## src/rtl/assert_macros.svh

```systemverilog
// Assertion macros shared by the block cipher RTL.
// Each macro expects signals named clk and rst_n in the enclosing module.
`ifndef ASSERT_MACROS_SVH
`define ASSERT_MACROS_SVH

// Property must hold at every clock edge outside reset.
`define FBC_ASSERT(label, prop, msg) \
    label: assert property (@(posedge clk) disable iff (!rst_n) prop) \
        else $error(msg);

// Condition must never be true at a clock edge outside reset.
`define FBC_NEVER(label, cond, msg) \
    label: assert property (@(posedge clk) disable iff (!rst_n) !(cond)) \
        else $error(msg);

`endif

```

## src/rtl/fbc_pkg.sv

```systemverilog
// Package for the 128-bit Feistel block cipher: types, constants, helpers.
// Used by every module of the block; depends on nothing.
package fbc_pkg;

    localparam int TABLE_BYTES = 256;
    localparam int TBL_WORDS   = 64;

    localparam logic [1:0] CMD_KEY = 2'd0;
    localparam logic [1:0] CMD_ENC = 2'd1;
    localparam logic [1:0] CMD_DEC = 2'd2;

    typedef logic [7:0][31:0] wht_t;

    localparam wht_t WHITE_CONST = {
        32'h5DBD8EA0, 32'hCF34D1A8, 32'h60B9E2BF, 32'h5C908450,
        32'hFE210D89, 32'h8BCDAA75, 32'h97353B17, 32'h93B3A436
    };

    typedef struct packed {
        logic [5:0]  raddr;
        logic        we;
        logic [5:0]  waddr;
        logic [31:0] wdata;
    } tbl_req_t;

    function automatic logic [31:0] round_f(input logic [31:0] x, input logic [31:0] k);
        logic [31:0] r8;
        logic [31:0] r16;
        logic [31:0] r24;
        r8  = {x[7:0], x[31:8]};
        r16 = {x[15:0], x[31:16]};
        r24 = {x[23:0], x[31:24]};
        return (x ^ k) + r8 + r16 + r24;
    endfunction

    function automatic logic [7:0] get_byte(input logic [31:0] w, input logic [1:0] lane);
        return w[lane*8 +: 8];
    endfunction

    function automatic logic [31:0] set_byte(input logic [31:0] w, input logic [1:0] lane,
                                             input logic [7:0] v);
        logic [31:0] r;
        r = w;
        r[lane*8 +: 8] = v;
        return r;
    endfunction

endpackage

```

## src/rtl/fbc_table.sv

```systemverilog
// Round table memory: 64 words of 32 bits, one write and one registered read port.
// Depends on fbc_pkg; reads as zero until the first identity fill has completed.
module fbc_table (
    input  logic             clk,
    input  logic             rst_n,
    input  fbc_pkg::tbl_req_t req,
    input  logic             mark_loaded,
    output logic [31:0]      rdata
);
    import fbc_pkg::*;

    logic [31:0] mem [TBL_WORDS];
    logic [31:0] q_reg;
    logic        loaded_reg;

    always_ff @(posedge clk)
    begin
        if (req.we)
        begin
            mem[req.waddr] <= req.wdata;
        end
        q_reg <= mem[req.raddr];
    end

    always_ff @(posedge clk or negedge rst_n)
    begin
        if (!rst_n)
        begin
            loaded_reg <= 1'b0;
        end
        else if (mark_loaded)
        begin
            loaded_reg <= 1'b1;
        end
    end

    // Before any key the table is defined to be all zero.
    assign rdata = loaded_reg ? q_reg : '0;

endmodule

```

## config.mk

```make
export PLATFORM = sky130hd
export DESIGN_NAME = fbc_table
export DESIGN_NICKNAME = d
export VERILOG_FILES = /design/src/rtl/assert_macros.svh /design/src/rtl/fbc_pkg.sv /design/src/rtl/fbc_table.sv
export SDC_FILE = /design/constraint.sdc
export NUM_CORES = 2
export LEC_CHECK = 0
export BUFFER_PORTS_ARGS = -buffer_cell sky130_fd_sc_hd__buf_2
export CAP_MARGIN = 30
export CORE_ASPECT_RATIO = 1.1
export CORE_UTILIZATION = 37
export DETAILED_ROUTE_END_ITERATION = 6
export SYNTH_ARGS = -nofsm -noshare
export SYNTH_HDL_FRONTEND = slang
export SYNTH_SLANG_ARGS = --single-unit
```

## constraint.sdc

```tcl
create_clock -name clk -period 1.8 [get_ports clk]
set_input_delay 0.36 -clock clk [delete_from_list [all_inputs] [get_ports clk]]
set_output_delay 0.36 -clock clk [all_outputs]
set_load 0.01 [all_outputs]
```

**Yosys cells after proc, flatten, opt, wreduce, memory -nomap -nowiden**

Memories as Yosys holds them, arrays and structs flattened. A register that Yosys moved wholly into a read port is not among the register bits.
Cells that the tools add are included.

- Register bits after elaboration: 1
- Bits in writable memories: 2,048
- Output and inout bits: 32
- Word-level logic and storage cells: 5
- Memories: 1

Memories:

| memory | depth | bits a word | rd ports | clocked after Yosys merged registers in | write ports | RTL line | text |
|---|---|---|---|---|---|---|---|
| mem | 64 | 32 | 1 | 1 | 1 | fbc_table.sv:12 | `logic [31:0] mem [TBL_WORDS];` |

- Multiplexer cells: 3

Operator list:

| cell | count |
|---|---|
| $mux W32 | 1 |
| $mux W1 | 2 |

**Longest topological paths before layout**

- Depth after elaboration: 2
- Gate-level depth with buffers: 10
- Mapped depth without buffers: 5

**Least setup slack after synthesis**

Ideal clock, no wire load.

- Path kind: input -> register
- Start point: input req[35] (netlist bit)
- End point: memory mem[48][0] (enable)
- Setup time: 0.461 ns
- Data arrival time: 3.059 ns
- Data required time: 1.339 ns
- Path slack: -1.720 ns
- Cell stages on the path: 4
- Cells stage by stage: clkbuf_1 -> nor2b_1 -> nand4b_1 -> nor3_1

RTL lines:

| what | RTL line | text |
|---|---|---|
| from (decl) | fbc_table.sv:6 | `input fbc_pkg::tbl_req_t req,` |
| to (decl) | fbc_table.sv:12 |  |

Straight into the memory's write port.

**Worst setup path in the final report**

- Start point: register loaded_reg
- End point: output rdata[28]

- Word-level cells in the longest chain between the ends: 1

RTL lines:

| what | RTL line | text |
|---|---|---|
| from (decl) | fbc_table.sv:14 | `logic loaded_reg;` |
| from (signal assigned) | fbc_table.sv:29 | `loaded_reg <= 1'b0;` |
| from (signal assigned) | fbc_table.sv:33 | `loaded_reg <= 1'b1;` |
| $mux W32 | fbc_table.sv:38 | `assign rdata = loaded_reg ? q_reg : '0;` |
| to (decl) | fbc_table.sv:8 | `output logic [31:0] rdata` |

Every way passes these cells.

==> metrics.md <==
| Metric | Value |
|---|---|
| Status | `finished with violations` |
| Failing checks | `setup timing` |
| Initial DRC count | `4046` |
| CTS tree | `yes` |
| M1 GR Usage | `0.262` |
| Clock buffer count from CTS | `207` |
| Die Area | `216000 um^2` |
| Area of placed instances | `88800 um^2` |
| Seq/Total Area, Yosys | `0.786` |
| Number of remaining DRC errors | `0` |
| Worst-path maximum fanout | `7` |
| Io pins | `80` |
| Routed vias | `39737` |
| Pwr dens | `1080 nW/um^2` |
| Filler cell count | `17479` |
| Worst reg2reg path depth | `5` |
| GR Util met3 | `0.0277` |
| Row cnt | `177` |
| WL/cell | `29.5 um` |
| Peak VDD IR | `0.759 mV` |
| Flops & latches, synth | `2081` |
| CP startpoint kind | `flip-flop` |
| Synthesized area | `79100 um^2` |
| Total power | `104 mW` |
| Worst Tran Pin Value | `0.897 ns` |
| H-tree depth | `4` |
| Clk buf depth | `3` |
| Critical Path RT | `1.44 ns` |
| Post-synthesis cell count | `3566` |
| Die X | `443 um` |
| TritonRoute pass-1 iters | `5` |
| Clk Latency, worst-skew pair | `0.86 ns` |
| ANT nets after route | `0` |
| Layout area overhead | `21.8%` |
| Most frequent cells in the layout | `edfxtp_1, mux4_2, buf_4` |
| WL final | `211000 um` |
| Detailed placement HPWL | `133000 um` |
| Final Cell Area | `96300 um^2` |
| Synth top area cells | `edfxtp_1, mux4_2, mux2i_1, a22oi_1, dfxtp_1` |
| CP Class | `flip-flop to output pin` |
| Min setup slack post-route | `-0.633 ns` |
| Clock sinks | `2081` |
| Final Max Tran Viols | `0` |
| Total track usage | `0.195` |
| Max-cap check violation count | `0` |
| Pre-CTS WS | `-1.01 ns` |
| Largest net degree at the start of global routing | `65` |
| Starting Density | `0.373` |
| Share of layout cells above drive strength 1 | `0.351` |
| Relative slew margins | `0.402` |
| Final min period | `2.43 ns` |
| Unrepaired setup endpoints after global routing | `yes` |
| Worst hold path class | `input pin to flip-flop` |
| Hold slack final | `0.0920 ns` |
| Busiest grt layer | `met2` |
| Core Region | `212000 um^2` |
| Die Span Y | `487 um` |
| Synth cell types | `45` |
| CTS root buf | `clkbuf_16` |
| Post-route clock period utilization | `1.35` |
| Worst setup EP type | `output pin` |
| Grt met2 use | `0.330` |
| Max Clk Rate | `411 MHz` |
| Clock transition at path regs | `0.07 ns` |
| Final #Nets | `4261` |
| Vias in the first global route | `40678` |
| Final Hold Viols | `0` |
| Commonest non-fill, non-tap cell in the layout | `edfxtp_1` |
| Synth warn | `0` |
| Cell taking the most area after synthesis | `edfxtp_1` |
| Syn Nets | `3614` |
| Initial antenna violation count | `8` |
| Post-synth top area share | `0.777` |
| Worst hold path stage count | `1` |
| Clock Skew | `0.0554 ns` |
| First-pass GRT wire length | `300000 um` |
| I/O Buffers | `79` |
| Gr ovfl total | `0` |
| Final setup violation count | `32` |
| Max FFs per register | `2048` |
| CP arrival | `2.07 ns` |
| Routability Congestion | `0.802` |
| Mean area per synthesized cell | `22.2 um^2` |
| Leakage | `31.0 nW` |
| Via-to-Cell Ratio | `5.55` |
## metal layers
metal,up-vias,routed length (um)
li1,16479,-
met1,21514,86800
met2,1456,106000
met3,280,12800
met4,8,5390
met5,-,52
## cells in the mapped netlist, drive strengths merged
cell type  instances
a311oi             7
clkbuf            76
mux2i            157
or3b               1
nand4              2
a221oi             7
nand3b             2
o21ai             40
buf              129
inv                1
o32ai              1
a211oi            15
and2              36
edfxtp          2048
and4b              7
a21oi             25
a311o              9
mux4             431
dfrtp              1
nand3             64
dfxtp             32
o22ai             49
nand4b             1
o221ai            52
mux2              35
nand2             42
nor3               4
a22oi            127
a32oi              1
or2                4
o211a              3
o22a               9
nor2              89
and3              13
a31oi              9
nor2b             25
or3                2
nand2b            10
## final timing paths
check | to | start | slack (ns)
worst max-delay path | rdata[28] | loaded_reg | -0.63
max in group asynchronous | loaded_reg | rst_n | 1.36
worst min-delay path | mem[10][29] | req[29] | 0.09
min in group asynchronous | loaded_reg | rst_n | 0.33
worst max register to register | q_reg[2] | mem[43][2] | 0.02
worst min register to register | q_reg[10] | mem[36][10] | 0.81
## logic make-up after synthesis
logic type | Yosys count | share of synthesized area
compound gates | 354 | 0.0325
simple gates | 302 | 0.0191
mux | 623 | 0.148
buf+inv | 206 | 0.0149
flops | 2081 | 0.786
## through the flow
stage | util | TNS [ns] | std cells
global route | 0.454 | -19.94 | 7154
detailed placement | 0.419 | -109.95 | 6759
global placement | 0.419 | -93.31 | 6755
CTS | 0.453 | -20.83 | 7152
finish | 0.454 | -18.61 | 7155
floorplan | - | -589.20 | 3566
## power breakdown
part	switching (mW)	total, mW	internal [mW]
sequential	0.220	53.9	53.6
clock	18.6	43.8	25.2
combinational	3.49	6.23	2.74
total	22.3	104	81.6
## what timing repair did
| item | CTS | global route |
|---|---|---|
| resized for setup | 51 | 44 |
| cloned | 1 | 1 |
| endpoints found under the hold margin | 193 | 0 |
| setup endpoints to repair | 43 | 45 |
| setup buffers | 2 | 1 |
| pin swaps | 1 | 7 |
| hold buffers | 14 | 0 |
## critical path, stage by stage, from the launching register on
cell       delay [ns]
dfrtp_4          0.59
buf_12           0.20
clkbuf_16        0.15
and2_4           0.13
buf_6            0.11
## cell type report
cell class | instances | area, um^2 | area share
sequential | 2081 | 62200 | 0.645
clock buffer | 257 | 5450 | 0.0566
multi-input combinational | 1279 | 16600 | 0.172
clock inverter | 119 | 1480 | 0.0153
timing repair buffer | 643 | 7170 | 0.0744
inverter | 1 | 3.75 | 0.0000390
tap | 2774 | 3470 | 0.0360
antenna | 1 | 2.50 | 0.0000260
Note: power is estimated with default switching activity, not from simulation.
