### config.mk
export PLATFORM = sky130hd
export DESIGN_NAME = fbc_keysched
export DESIGN_NICKNAME = d
export VERILOG_FILES = /design/src/rtl/fbc_pkg.sv /design/src/rtl/fbc_keysched.sv
export VERILOG_INCLUDE_DIRS = /design/src /design/src/rtl
export SDC_FILE = /design/constraint.sdc
export NUM_CORES = 2
export LEC_CHECK = 0
export ABC_CLOCK_PERIOD_IN_PS = 6450
export BUFFER_PORTS_ARGS = -buffer_cell sky130_fd_sc_hd__buf_2
export CAP_MARGIN = 10
export CORE_MARGIN = 2
export CORE_UTILIZATION = 50
export DETAILED_ROUTE_END_ITERATION = 6
export PLACE_DENSITY = 0.66
export SLEW_MARGIN = 20
export SYNTH_ARGS = -nofsm -noshare
export SYNTH_HDL_FRONTEND = slang
export SYNTH_SLANG_ARGS = --single-unit
export TNS_END_PERCENT = 10
### constraint.sdc
create_clock -name clk -period 6.45 [get_ports clk]
set_clock_uncertainty 0.15 [all_clocks]
set_input_delay 1.29 -clock clk [delete_from_list [all_inputs] [get_ports clk]]
set_output_delay 1.29 -clock clk [all_outputs]
set_load 0.05 [all_outputs]
### src/rtl/assert_macros.svh
// Assertion macros shared by the block cipher RTL.
// Each macro expects signals named clk and rst_n in the enclosing module.
`ifndef ASSERT_MACROS_SVH
`define ASSERT_MACROS_SVH

// Property must hold at every clock edge outside reset.
`define FBC_ASSERT(label, prop, msg) \
    label: assert property (@(posedge clk) disable iff (!rst_n) prop) \
        else $error(msg);

// Condition must never be true at a clock edge outside reset.
`define FBC_NEVER(label, cond, msg) \
    label: assert property (@(posedge clk) disable iff (!rst_n) !(cond)) \
        else $error(msg);

`endif

### src/rtl/fbc_pkg.sv
// Package for the 128-bit Feistel block cipher: types, constants, helpers.
// Used by every module of the block; depends on nothing.
package fbc_pkg;

    localparam int TABLE_BYTES = 256;
    localparam int TBL_WORDS   = 64;

    localparam logic [1:0] CMD_KEY = 2'd0;
    localparam logic [1:0] CMD_ENC = 2'd1;
    localparam logic [1:0] CMD_DEC = 2'd2;

    typedef logic [7:0][31:0] wht_t;

    localparam wht_t WHITE_CONST = {
        32'h5DBD8EA0, 32'hCF34D1A8, 32'h60B9E2BF, 32'h5C908450,
        32'hFE210D89, 32'h8BCDAA75, 32'h97353B17, 32'h93B3A436
    };

    typedef struct packed {
        logic [5:0]  raddr;
        logic        we;
        logic [5:0]  waddr;
        logic [31:0] wdata;
    } tbl_req_t;

    function automatic logic [31:0] round_f(input logic [31:0] x, input logic [31:0] k);
        logic [31:0] r8;
        logic [31:0] r16;
        logic [31:0] r24;
        r8  = {x[7:0], x[31:8]};
        r16 = {x[15:0], x[31:16]};
        r24 = {x[23:0], x[31:24]};
        return (x ^ k) + r8 + r16 + r24;
    endfunction

    function automatic logic [7:0] get_byte(input logic [31:0] w, input logic [1:0] lane);
        return w[lane*8 +: 8];
    endfunction

    function automatic logic [31:0] set_byte(input logic [31:0] w, input logic [1:0] lane,
                                             input logic [7:0] v);
        logic [31:0] r;
        r = w;
        r[lane*8 +: 8] = v;
        return r;
    endfunction

endpackage

### src/rtl/fbc_keysched.sv
// Key collection and key schedule sequencer for the block cipher.
// Depends on fbc_pkg and assert_macros.svh; drives the round table memory.
`include "assert_macros.svh"
module fbc_keysched (
    input  logic              clk,
    input  logic              rst_n,
    input  logic              key_wr,
    input  logic [7:0]        key_byte,
    input  logic              key_last,
    output fbc_pkg::tbl_req_t tbl,
    input  logic [31:0]       tbl_rdata,
    output logic              mark_loaded,
    output fbc_pkg::wht_t     wh,
    output logic              busy
);
    import fbc_pkg::*;

    typedef enum logic [7:0] {
        KS_IDLE = 8'b00000001,
        KS_INIT = 8'b00000010,
        KS_RI   = 8'b00000100,
        KS_RK   = 8'b00001000,
        KS_WI   = 8'b00010000,
        KS_WJ   = 8'b00100000,
        KS_XOR  = 8'b01000000,
        KS_WHT  = 8'b10000000
    } ks_state_t;

    ks_state_t        state_reg, state_next;
    logic [8:0]       kcount_reg, kcount_next;
    logic [8:0]       len_reg, len_next;
    logic [7:0]       i_reg, i_next;
    logic [7:0]       j_reg, j_next;
    logic [7:0]       kidx_reg, kidx_next;
    logic [7:0]       a_reg, a_next;
    logic [31:0]      wi_reg, wi_next;
    logic [31:0]      wj_reg, wj_next;
    logic [2:0]       lane_reg, lane_next;
    logic [23:0]      mask_reg, mask_next;
    logic [3:0][31:0] acc_reg, acc_next;
    wht_t             wh_reg, wh_next;

    logic [7:0]  kmem [TABLE_BYTES];
    logic [7:0]  kq_reg;
    logic [8:0]  kidx_p1;
    logic [7:0]  kidx_inc;
    logic [7:0]  a_byte;
    logic [7:0]  b_byte;
    logic [7:0]  j_sum;
    logic [31:0] wmod;
    logic [31:0] wbase;
    logic [31:0] xword;

    always_ff @(posedge clk)
    begin
        if (key_wr && (state_reg == KS_IDLE) && !kcount_reg[8])
        begin
            kmem[kcount_reg[7:0]] <= key_byte;
        end
        kq_reg <= kmem[kidx_reg];
    end

    // Key index runs modulo the key length without a divider.
    assign kidx_p1  = {1'b0, kidx_reg} + 9'd1;
    assign kidx_inc = (kidx_p1 == len_reg) ? 8'd0 : kidx_p1[7:0];

    assign a_byte = get_byte(tbl_rdata, i_reg[1:0]);
    assign b_byte = get_byte(tbl_rdata, j_reg[1:0]);
    assign j_sum  = kq_reg + a_byte + j_reg;
    assign wmod   = set_byte(wi_reg, i_reg[1:0], b_byte);
    assign wbase  = (j_reg[7:2] == i_reg[7:2]) ? wi_reg : wj_reg;
    assign xword  = wi_reg ^ {kq_reg, mask_reg};

    always_comb
    begin
        state_next  = state_reg;
        kcount_next = kcount_reg;
        len_next    = len_reg;
        i_next      = i_reg;
        j_next      = j_reg;
        kidx_next   = kidx_reg;
        a_next      = a_reg;
        wi_next     = wi_reg;
        wj_next     = wj_reg;
        lane_next   = lane_reg;
        mask_next   = mask_reg;
        acc_next    = acc_reg;
        wh_next     = wh_reg;
        mark_loaded = 1'b0;
        tbl         = '0;
        case (state_reg)
            KS_IDLE:
            begin
                if (key_wr)
                begin
                    if (!kcount_reg[8])
                    begin
                        kcount_next = kcount_reg + 9'd1;
                    end
                    if (key_last)
                    begin
                        len_next    = kcount_reg + {8'd0, !kcount_reg[8]};
                        kcount_next = '0;
                        i_next      = '0;
                        state_next  = KS_INIT;
                    end
                end
            end
            KS_INIT:
            begin
                tbl.we    = 1'b1;
                tbl.waddr = i_reg[5:0];
                tbl.wdata = {i_reg[5:0], 2'd3, i_reg[5:0], 2'd2,
                             i_reg[5:0], 2'd1, i_reg[5:0], 2'd0};
                if (i_reg[5:0] == 6'd63)
                begin
                    mark_loaded = 1'b1;
                    i_next      = '0;
                    j_next      = '0;
                    kidx_next   = '0;
                    state_next  = KS_RI;
                end
                else
                begin
                    i_next = i_reg + 8'd1;
                end
            end
            KS_RI:
            begin
                tbl.raddr  = i_reg[7:2];
                state_next = KS_RK;
            end
            KS_RK:
            begin
                a_next     = a_byte;
                j_next     = j_sum;
                wi_next    = tbl_rdata;
                tbl.raddr  = j_sum[7:2];
                state_next = KS_WI;
            end
            KS_WI:
            begin
                tbl.we     = 1'b1;
                tbl.waddr  = i_reg[7:2];
                tbl.wdata  = wmod;
                wi_next    = wmod;
                wj_next    = tbl_rdata;
                state_next = KS_WJ;
            end
            KS_WJ:
            begin
                // When both bytes share a word, the word just written is the base.
                tbl.we    = 1'b1;
                tbl.waddr = j_reg[7:2];
                tbl.wdata = set_byte(wbase, j_reg[1:0], a_reg);
                kidx_next = kidx_inc;
                if (i_reg == 8'd255)
                begin
                    i_next     = '0;
                    kidx_next  = '0;
                    lane_next  = '0;
                    acc_next   = '0;
                    state_next = KS_XOR;
                end
                else
                begin
                    i_next     = i_reg + 8'd1;
                    state_next = KS_RI;
                end
            end
            KS_XOR:
            begin
                tbl.raddr = i_reg[5:0];
                if (lane_reg != 3'd4)
                begin
                    kidx_next = kidx_inc;
                    lane_next = lane_reg + 3'd1;
                end
                case (lane_reg)
                    3'd1:
                    begin
                        wi_next         = tbl_rdata;
                        mask_next[7:0]  = kq_reg;
                    end
                    3'd2:
                    begin
                        mask_next[15:8] = kq_reg;
                    end
                    3'd3:
                    begin
                        mask_next[23:16] = kq_reg;
                    end
                    3'd4:
                    begin
                        tbl.we    = 1'b1;
                        tbl.waddr = i_reg[5:0];
                        tbl.wdata = xword;
                        acc_next[i_reg[1:0]] = acc_reg[i_reg[1:0]] ^ xword;
                        lane_next = '0;
                        if (i_reg[5:0] == 6'd63)
                        begin
                            state_next = KS_WHT;
                        end
                        else
                        begin
                            i_next = i_reg + 8'd1;
                        end
                    end
                    default:
                    begin
                    end
                endcase
            end
            KS_WHT:
            begin
                for (int n = 0; n < 4; n++)
                begin
                    wh_next[n]     = WHITE_CONST[n] ^ acc_reg[n];
                    wh_next[4 + n] = WHITE_CONST[4 + n] ^ acc_reg[n];
                end
                state_next = KS_IDLE;
            end
            default:
            begin
                state_next = KS_IDLE;
            end
        endcase
    end

    always_ff @(posedge clk or negedge rst_n)
    begin
        if (!rst_n)
        begin
            state_reg  <= KS_IDLE;
            kcount_reg <= '0;
            wh_reg     <= '0;
        end
        else
        begin
            state_reg  <= state_next;
            kcount_reg <= kcount_next;
            wh_reg     <= wh_next;
        end
    end

    always_ff @(posedge clk)
    begin
        len_reg  <= len_next;
        i_reg    <= i_next;
        j_reg    <= j_next;
        kidx_reg <= kidx_next;
        a_reg    <= a_next;
        wi_reg   <= wi_next;
        wj_reg   <= wj_next;
        lane_reg <= lane_next;
        mask_reg <= mask_next;
        acc_reg  <= acc_next;
    end

    assign wh   = wh_reg;
    assign busy = (state_reg != KS_IDLE);

    `FBC_NEVER(a_kcount_range, kcount_reg > 9'd256, "key count beyond table size")
endmodule

Word level (Yosys, flattened, before mapping)
Memory sizes are Yosys's and may differ from the RTL's. A register that Yosys moved wholly into a read port is not among the register bits. Index checks and enable logic that the tools add are counted.

Register bits after elaboration: 533. RAM bits: 2048. Bits of input ports: 44. Output and inout bits: 303. Memories kept: 1.

Memory list: kmem (words 256, bits a word 8, rd ports 1, clocked after Yosys merged registers in 1, write ports 1, RTL line fbc_keysched.sv:43) `logic [7:0] kmem [TABLE_BYTES];`.

Add/subtract/negate cells: 9. $lt $le $gt $ge: 2. Equal/unequal tests: 29. Shift-type cells: 6. Muxes and demuxes: 46. Bitwise operators: 10. Reductions and logical operators: 22.

Operator list (count): $mux W128 (2); $pmux W128 S2 (1); $pmux W39 S4 (1); $bwmux W128 (1); $mux W32 (4); $mux W8 (15); $pmux W32 S3 (1); $neg A5 Y34 (2); $shift A8 B34 Y32 const A (2); $shiftx A8 B34 Y32 (2); $bmux W32 S2 (1); $bwmux W32 (2); $demux W32 S2 (1); $shiftx A32 B6 Y8 (2); $xor A32 B32 Y32 (2); $pmux W8 S7 (1); $not A18 Y18 (3); $mux W39 (1); $not A16 Y16 (2); $pmux W8 S4 (1); $pmux W8 S3 (1); $mux W9 (2); $pmux W6 S3 (1); $not A17 Y17 (1); other kinds (42) (72).

Longest topological paths before layout
Depth after elaboration: 7. Mapped depth: 15. Mapped depth without buffers: 13.

Worst setup path after synthesis
OpenSTA, ideal clock, no wires.

Path type: register to output. Start: register i_reg[0]. End: output tbl[44] (netlist name). Data arrival time: 4.528 ns. Path slack: 0.482 ns. Stages on the path, launching flop included: 15. Path buffers: 3. Cells stage by stage: edfxtp_1 buf_2 buf_1 clkbuf_1 mux4_2 fa_1 ha_1 fa_1 a21o_1 a21oi_1 o21bai_1 a21oi_1 xnor2_1 nor2_1 a221o_1.

RTL lines: start, declared (RTL line fbc_keysched.sv:32) `logic [7:0] i_reg, i_next;`; start signal, assigned (RTL line fbc_keysched.sv:249) `i_reg <= i_next;`; end, declared (RTL line fbc_keysched.sv:10) `output fbc_pkg::tbl_req_t tbl,`.

==> qor.yml <==
path_class: "flip-flop to output port"
postRouteAntennaNets: 0
gr-usage-met3_pct: 5.46
core_area_sq_mm: 0.206
post_drt_wl_per_cell_microns: 32.0
wirelength_mm: 291
grt.busiest_layer: "met2"
setup_tns_ns: 0
final_cell_mix: "2,308 x edfxtp_1, 518 x nor2_1, 463 x mux2i_1"
r2r_end: "acc_reg[77]"
grt_pass1_wl_mm: 415
timing.hold.ws_ns: 0.190
syn_inst: 5825
reg2reg_from: "i_reg[1]"
post-place-ws_ns: 0.406
synthArstFlopShare_pct: 8.35
path_max_fanout: 7
avgSynthCellArea_sq_um: 17.8
largest_reg_flops: 2048
cp_data_required_time_ns: 5.01
clock_latency_ns: 0.94
die_height_microns: 459
synth_warnings: 0
syn_nets: 5907
die_x_microns: 459
overflow: 0
cts_tree: "done"
hold_class: "input pin to async pin"
post_cts_buffers: 0
drcViolationCount: 0
finalHoldViolCount: 0
initial_utilization_pct: 50.2
clockRootBuffer: "clkbuf_16"
grtUsageTotal_pct: 27.4
fin_crit_sh_pct: 94.6
rsz0062_at_grt: "no"
row_count: 167
cts_made_buffers: 279
fmax_mhz: 164
cts_sinks: 2527
clockBufferDepth: 4
ys_seq_elements: 2527
power_density_mw_per_mm2: 329
setup_violations: 0
yosysSeqAreaShare_pct: 72.1
port_buffers: 346
worst_slack_ns: 0.346
relSlewSlack_pct: 16.9
use_met2_pct: 42.6
start_kind: "flip-flop"
grt_max_degree: 150
peakVddDrop_mv: 0.320
syn-cell-area_sq_mm: 0.104
yosysUniqueCellTypes: 87
crit_path_end_kind: "output port"
tightest_slew_ns: 1.24
cts_resized: 0
drtIter0Drc: 7417
vias_per_cell: 6.31
status: "finished, final reports clean"
grt.met1_usage_pct: 38.2
final_common_cell: "edfxtp_1"
ys.flop_type: "edfxtp_1"
leakage_nw: 40.1
fin_crit_ns: 6.10
p_total_w: 0.0383
synth-edff-count: 2308
antenna_found_initial: 10
die-area_sq_mm: 0.211
cts-htree-levels: 5
postCtsHoldBufs: 0
cp.arrival_ns: 4.66
gp_congestion: 0.910
r2r_slack_ns: 1.80
cap_violations: 0
areaGrowthSynthToFinish_pct: 12.4
path_clk_slew_ns: 0.06
dr_total_vias: 57400
r2r_cells: 8
hpwl_mm: 183
dr.pass1.iters: 6
nets: 6270
io_pins: 347
drv_slew: 0
drive_gt1_share_pct: 23.6
fin_util_pct: 56.4
grt_pass1_vias: 56000
-- power by group --
part / total, W / leakage (nW) / internal, W / switching, W
Clock: 0.0150 / 4.11 / 0.00869 / 0.00629
Combinational: 0.00510 / 11.9 / 0.00175 / 0.00336
Sequential: 0.0182 / 24.1 / 0.0180 / 0.000191
Total: 0.0383 / 40.1 / 0.0285 / 0.00984
-- cell type report --
type	instances	area, sq um
clock inverters	102	706
repair buffers	501	3330
inverters	45	174
fillers	15600	90000
clock buffers	372	7720
multi-input cells	2834	26400
diodes	6	15.0
well taps	2704	3380
flip-flops and latches	2527	74700
-- layer usage --
| layer | up-vias | share of wire, % |
|---|---|---|
| li1 | 23800 | - |
| met1 | 29900 | 40 |
| met2 | 3046 | 47 |
| met5 | - | 0.018 |
| met3 | 570 | 9.1 |
| met4 | 8 | 4.6 |
-- how the worst max path moves through the flow --
stage                              from       to  slack, ns  depth (start not counted)
after floorplan                i_reg[0]  tbl[44]       0.48                         14
after global placement    tbl_rdata[25]  tbl[44]       0.33                         13
after detailed placement  tbl_rdata[25]  tbl[44]       0.41                         13
after CTS                      i_reg[0]  tbl[44]       0.13                         12
after global routing           i_reg[0]  tbl[44]       0.18                         13
final                          i_reg[0]  tbl[44]       0.35                         13
-- cell families after synthesis --
group / Yosys count / share of synthesized area, %
xor gates and xnor gates: 111 / 0.938
and+or+nand+nor: 977 / 4.02
AOI/OAI and AO/OA: 676 / 4.46
muxes: 1032 / 15.4
DFF: 2527 / 72.1
buffers and inverters: 464 / 2.53
adders and majority gates: 38 / 0.517
-- worst max-delay path, cell delays in order (launching register included) --
cell and delay [ns]:
edfxtp_1 0.37, buf_12 0.14, mux4_2 0.56, fa_1 0.46, ha_1 0.23, fa_1 0.46
a21o_1 0.20, a21oi_1 0.23, o21bai_1 0.09, a21oi_1 0.20, xnor2_1 0.15, nor2_1 0.07
a221o_1 0.35, buf_2 0.25
-- stage by stage --
step	cell area, sq um	std cells
2_1_floorplan	104000	5825
3_3_place_gp	108000	8608
3_5_place_dp	108000	8608
4_1_cts	116000	9082
5_1_grt	116000	9086
6_report	116000	9091
-- synth_stat cells, drive strengths merged, types with 12 or more instances --
cell type	instances	area, sq um
a211oi	26	195
a21oi	113	566
a221o	32	320
a221oi	44	385
a22oi	51	383
and2	12	75.1
buf	240	1770
clkbuf	179	687
dfrtp	210	5260
edfxtp	2308	69300
ha	30	375
inv	40	150
mux2	134	1510
mux2i	463	4630
mux4	435	9800
nand2	250	938
nand3	49	250
nor2	520	1950
nor2b	24	150
nor3	51	260
o211ai	14	105
o21ai	205	1030
o221a	28	315
o221ai	36	322
o22ai	40	250
xnor2	94	823
xor2	17	149
No activity file was read; power rests on OpenSTA's default activity.
